<file path="config.mk">
export PLATFORM = sky130hd
export DESIGN_NAME = mgga_mul
export DESIGN_NICKNAME = d
export VERILOG_FILES = /design/src/rtl/median_gated_gradient_accumulator_assert.svh /design/src/rtl/mgga_mul.sv
export SDC_FILE = /design/constraint.sdc
export NUM_CORES = 2
export LEC_CHECK = 0
export ABC_CLOCK_PERIOD_IN_PS = 11100
export BUFFER_PORTS_ARGS = -buffer_cell sky130_fd_sc_hd__buf_2
export CAP_MARGIN = 40
export CORE_MARGIN = 1.5
export CORE_UTILIZATION = 45
export DETAILED_ROUTE_END_ITERATION = 7
export PLACE_DENSITY = 0.67
export SKIP_LAST_GASP = 1
export SYNTH_ARGS = -nofsm -noshare
export SYNTH_HDL_FRONTEND = slang
export SYNTH_SLANG_ARGS = --single-unit
</file>
<file path="constraint.sdc">
create_clock -name i_clk -period 11.1 [get_ports i_clk]
set_clock_uncertainty 0.15 [all_clocks]
set_input_delay 0.555 -clock i_clk [delete_from_list [all_inputs] [get_ports i_clk]]
set_output_delay 0.555 -clock i_clk [all_outputs]
set_load 0.02 [all_outputs]
</file>
<file path="src/rtl/median_gated_gradient_accumulator_assert.svh">
// ---------------------------------------------------------------------------
// Assertion macros for the median gated gradient accumulator
// ---------------------------------------------------------------------------
`ifndef MEDIAN_GATED_GRADIENT_ACCUMULATOR_ASSERT_SVH
`define MEDIAN_GATED_GRADIENT_ACCUMULATOR_ASSERT_SVH

// Invariant checked on every clock edge out of reset.
`define MGGA_CHK(lbl, cond) \
    lbl: assert property (@(posedge i_clk) disable iff (!i_rst_n) (cond)) \
        else $error("mgga invariant violated");

// Same-cycle implication.
`define MGGA_IMP(lbl, ante, cons) \
    lbl: assert property (@(posedge i_clk) disable iff (!i_rst_n) (ante) |-> (cons)) \
        else $error("mgga implication violated");

// Next-cycle implication.
`define MGGA_NXT(lbl, ante, cons) \
    lbl: assert property (@(posedge i_clk) disable iff (!i_rst_n) (ante) |=> (cons)) \
        else $error("mgga sequence violated");

`endif

</file>
<file path="src/rtl/mgga_mul.sv">
`timescale 1ns / 1ps
// ---------------------------------------------------------------------------
// mgga_mul
// Shared signed 33x33 multiplier with registered product.
// ---------------------------------------------------------------------------
module mgga_mul (
    input  logic               i_clk,
    input  logic signed [32:0] i_a,
    input  logic signed [32:0] i_b,
    output logic signed [63:0] o_p
);
    logic signed [65:0] w_full;
    logic signed [63:0] r_p;

    assign w_full = i_a * i_b;

    always_ff @(posedge i_clk) begin
        r_p <= w_full[63:0];
    end

    assign o_p = r_p;
endmodule

</file>
; ---- After elaboration in Yosys (flattened, before gate mapping)
; Index checks and enable logic that the tools add are counted.
[word_totals]
register_bits = 64
input_bits = 67
out_inout_bits = 64
word_cells = 2
[op_classes]
n_mul = 1
[op_table]
columns = cell, n
row1 = multiplier 33 x 33 -> 64 bit, 1

; ---- Longest topological paths before layout
[logic_depth]
depth_word = 1
depth_mapped = 28
mapped_depth_nobuf = 26

; ---- Least setup slack after synthesis
; OpenSTA, ideal clock, no wires.
[synth_path]
path_kind = input -> register
start = input i_a[32]
end = register r_p[63], in the netlist o_p[63]
cell_stages = 24
path_buffers = 1
setup_slack_ns = 3.131
arrival_ns = 7.747
setup_ns = 0.072
required_ns = 10.878
path_cell_list = clkbuf_1 > nand2_1 > inv_1 > fa_1 > fa_1 > fa_1 > inv_1 > fa_1 > inv_1 > fa_1 > fa_1 > fa_1 > inv_1 > fa_1 > inv_1 > ha_1 > a21o_1 > a21o_1 > a21oi_1 > nand2_1 > o31ai_1 > o211ai_1 > a21oi_1 > xnor2_1
[synth_between]
elab_chain_len = 1
[synth_rtl]
columns = element, line_no
row1 = start: declaration, mgga_mul.sv:8  ; input logic signed [32:0] i_a,
row2 = multiplier 33 x 33 -> 64 bit, mgga_mul.sv:15  ; assign w_full = i_a * i_b;
row3 = via w_full[63], mgga_mul.sv:12  ; logic signed [65:0] w_full;
row4 = end signal: assignment, mgga_mul.sv:18  ; r_p <= w_full[63:0];
row5 = end: declaration, mgga_mul.sv:13  ; logic signed [63:0] r_p;
; The timed path passes the listed nets, and every way through them passes these cells.

; ---- Final worst setup path
[layout_path]
start = input i_b[6]
end = register r_p[62], in the netlist o_p[62]
[layout_between]
elab_chain_len = 1
[layout_rtl]
columns = element, line_no
row1 = start: declaration, mgga_mul.sv:9  ; input logic signed [32:0] i_b,
row2 = multiplier 33 x 33 -> 64 bit, mgga_mul.sv:15
row3 = via w_full[62], mgga_mul.sv:12
; The timed path passes the listed nets, and every way through them passes these cells.

==> summary.md <==
| Metric | Value |
|---|---|
| Result of the run | complete, no violations |
| Area share of the largest cell type after synthesis | 57.0% |
| Critical Path Stages | 25 |
| First-pass GRT wire length | 168 mm |
| Sum of negative setup slack | 0 ps |
| Maximum number of pins on one net before global-route repair | 35 |
| CTS tree | yes |
| Sequential cell area fraction in the yosys report | 3.24% |
| Yosys top cell by area | sky130_fd_sc_hd__fa_1 |
| Number of design-rule violations left by the first detailed-router iteration | 1571 |
| Crit path DAT | 8850 ps |
| Pin slew with the least headroom to its limit | 918 ps |
| Worst Setup End Kind | flip-flop |
| Hold Crit Start | i_b[0] |
| Initial cell density of the core | 45.5% |
| Worst hold path class | in -> reg |
| Number of buffers added for setup after CTS | 0 |
| Count of boundary I/O pins | 131 |
| Number of enable flip-flop cells after synthesis | 0 |
| Share of final-layout standard cells stronger than drive strength 1 | 3.98% |
| Maximum clock frequency | 0.115 GHz |
| Critical path fanouts, max | 33 |
| Number of different library cells in the post-synthesis netlist | 57 |
| Family with the most delay on the worst path | adder cells |
| Slowest Stage Delay on Critical Path | 620 ps |
| Total number of vias | 27600 |
| Max-slew headroom | 38.8% |
| Cell count after synthesis | 4207 |
| FF+latch count, synth | 64 |
| Buffers on Ports | 130 |
| Buffers & Inverters on Critical Path | 8 |
| Type of element launching the critical path | input pin |
| Die ar. | 89700 um^2 |
| Row cnt | 108 |
| Post-Synthesis Mean Instance Area | 9.40 um^2 |
| Cell depth of the worst min-delay path | 2 |
| Post-synth net total | 5611 |
| Chip Height | 299 um |
| Footprint of the flip-flops and latches | 1280 um^2 |
| Number of nets in the finished design | 5541 |
| Deepest level of the CTS H-tree | 3 |
| Most frequent CP cell | sky130_fd_sc_hd__fa_1 |
| Area taken by multi-input logic gates | 33400 um^2 |
| Flip-flop count of the largest register after layout | 64 |
| Dominant synthesized flop cell | sky130_fd_sc_hd__dfxtp_1 |
| Detailed placer's ending HPWL | 84.5 mm |
| Launch point of the critical path | i_b[6] |
| Count of unresolved DRC violations after routing | 0 |
| Die X-Extent | 299 um |
| Core Area | 86900 um^2 |
| Time the final worst path needs with I/O delays and setup | 8710 ps |
| Count of hold-fix buffers inserted at cts | 0 |
| Number of gates resized after cts | 0 |
| Pins over their slew limit | 0 |
| Area growth syn-to-layout | 4.27% |
| Sum of routed wire length over all layers | 103 mm |
| Antenna violations before repair | 4 |
| Maximum Capacitance Violations | 0 |
| RSZ-0062 raised after global routing | no |
| Post-Route Utilization | 47.5% |
| Final worst path period share | 78.5% |
| Drt via density | 5.20 |
| Total global-route track usage | 24.3% |
| Class of the most critical setup path | in -> reg |
| Number of buffers between clock root and the deepest sink | 2 |
| Dominant cells by area after synthesis | sky130_fd_sc_hd__fa_1 (57%), sky130_fd_sc_hd__inv_1 (10%), sky130_fd_sc_hd__and2_1 (8.7%) |
| Share of flip-flops with an asynchronous set or reset | 0% |
| Clock buffer count from CTS | 9 |
| Number of global-route vias before repair | 30700 |
| Filler Cell Count | 8194 |
| GPL Wtd Cong | 0.905 |
| Required @ worst endpoint | 11240 ps |
| CTS root buffer | sky130_fd_sc_hd__clkbuf_16 |
| Slowest stage cell, crit path | sky130_fd_sc_hd__buf_2 |
| Final Hold Vio Count | 0 |
| Clock-pin slew on the worst setup and hold paths | 60 ps |
| Overall overflow remaining after global route | 0 |
| Detailed-router iteration count before antenna repair | 5 |
| Post-route insts no fill | 5299 |
| Total setup violations reported at the end of the flow | 0 |
| Detail-routed net length per standard cell | 19.5 um |
| Cell total after placement | 5281 |
| Number of warnings issued by yosys | 0 |
| Antenna violation net count after detailed routing | 0 |
| Cell area after synthesis | 39500 um^2 |
| Number of clock sinks | 64 |
cell usage after synthesis, types with 21 or more instances:
master	instances
sky130_fd_sc_hd__fa_1	1125
sky130_fd_sc_hd__inv_1	1086
sky130_fd_sc_hd__and2_1	548
sky130_fd_sc_hd__nand2_1	547
sky130_fd_sc_hd__clkbuf_1	222
sky130_fd_sc_hd__ha_1	212
sky130_fd_sc_hd__a21oi_1	69
sky130_fd_sc_hd__dfxtp_1	64
sky130_fd_sc_hd__xnor2_1	55
sky130_fd_sc_hd__nor2b_1	32
sky130_fd_sc_hd__o21ai_0	29
sky130_fd_sc_hd__xor2_1	21
cell families (layout without fill, tap and decap cells):
family                     Yosys count  after routing  share of synthesized area [%]
AOI/OAI and AO/OA                  200            200                           3.25
adders and majority gates         1337           1337                           63.7
buffers and inverters             1308           1243                           12.4
muxes                                1              1                         0.0253
and+or+nand+nor                   1221           1221                           15.7
other                                0              2                              0
DFF                                 64             64                           3.24
xor gates and xnor gates            76             76                           1.68
stage by stage:
stage               area [um^2]  setup slack (ps)  hold slack, ps
floorplan                 39500              3130             532
global placement          40900              2240             821
detailed placement        40900              2110             821
CTS                       41200              2480             615
global route              41200              1950             669
finish                    41200              2390             639
placed cells by master, fill, tap and decap left out, types with 6 or more instances in the layout:
cell / n
sky130_fd_sc_hd__o21bai_1: 7
sky130_fd_sc_hd__and2_1: 548
sky130_fd_sc_hd__dfxtp_1: 64
sky130_fd_sc_hd__a31oi_1: 6
sky130_fd_sc_hd__o21ai_1: 6
sky130_fd_sc_hd__a211oi_1: 8
sky130_fd_sc_hd__xnor2_1: 55
sky130_fd_sc_hd__nor3_1: 11
sky130_fd_sc_hd__a21oi_1: 69
sky130_fd_sc_hd__and3_1: 6
sky130_fd_sc_hd__nand3_1: 18
sky130_fd_sc_hd__nand2b_1: 9
sky130_fd_sc_hd__nand2_1: 547
sky130_fd_sc_hd__inv_1: 1086
sky130_fd_sc_hd__a21o_1: 18
sky130_fd_sc_hd__ha_1: 212
sky130_fd_sc_hd__fa_1: 1125
sky130_fd_sc_hd__clkbuf_16: 9
sky130_fd_sc_hd__xor2_1: 21
sky130_fd_sc_hd__nor2b_1: 32
sky130_fd_sc_hd__o21a_1: 18
sky130_fd_sc_hd__nor2_1: 18
sky130_fd_sc_hd__o21ai_0: 29
sky130_fd_sc_hd__o211ai_1: 7
sky130_fd_sc_hd__nand4_1: 12
sky130_fd_sc_hd__buf_4: 10
sky130_fd_sc_hd__buf_2: 130
path summary, 6_finish.rpt:
kind                         endpoint  slack [ps]
worst max-delay path  o_p[62]$_DFF_P_        2390
worst min-delay path   o_p[0]$_DFF_P_         640
routing by layer:
layer | track usage [%] | part of all wire (%) | up-vias
li1 | - | - | 11800
met1 | 29.6 | 38 | 14600
met2 | 43.4 | 52 | 886
met3 | 2.83 | 5.0 | 267
met4 | 10.3 | 5.0 | 4
met5 | 0 | 0.022 | -
final cells by class:
type	count	area share, %
Tap cell	1155	3.50
Timing Repair Buffer	141	1.80
Clock buffer	10	0.580
Inverter	1086	9.89
Sequential cell	64	3.11
Clock inverter	6	0.225
Antenna cell	2	0.0121
Multi-Input combinational cell	2835	80.9
Power is left out: the tool's default activity adds up to more than one toggle a clock period on the data nets, which glitch-free logic cannot reach.
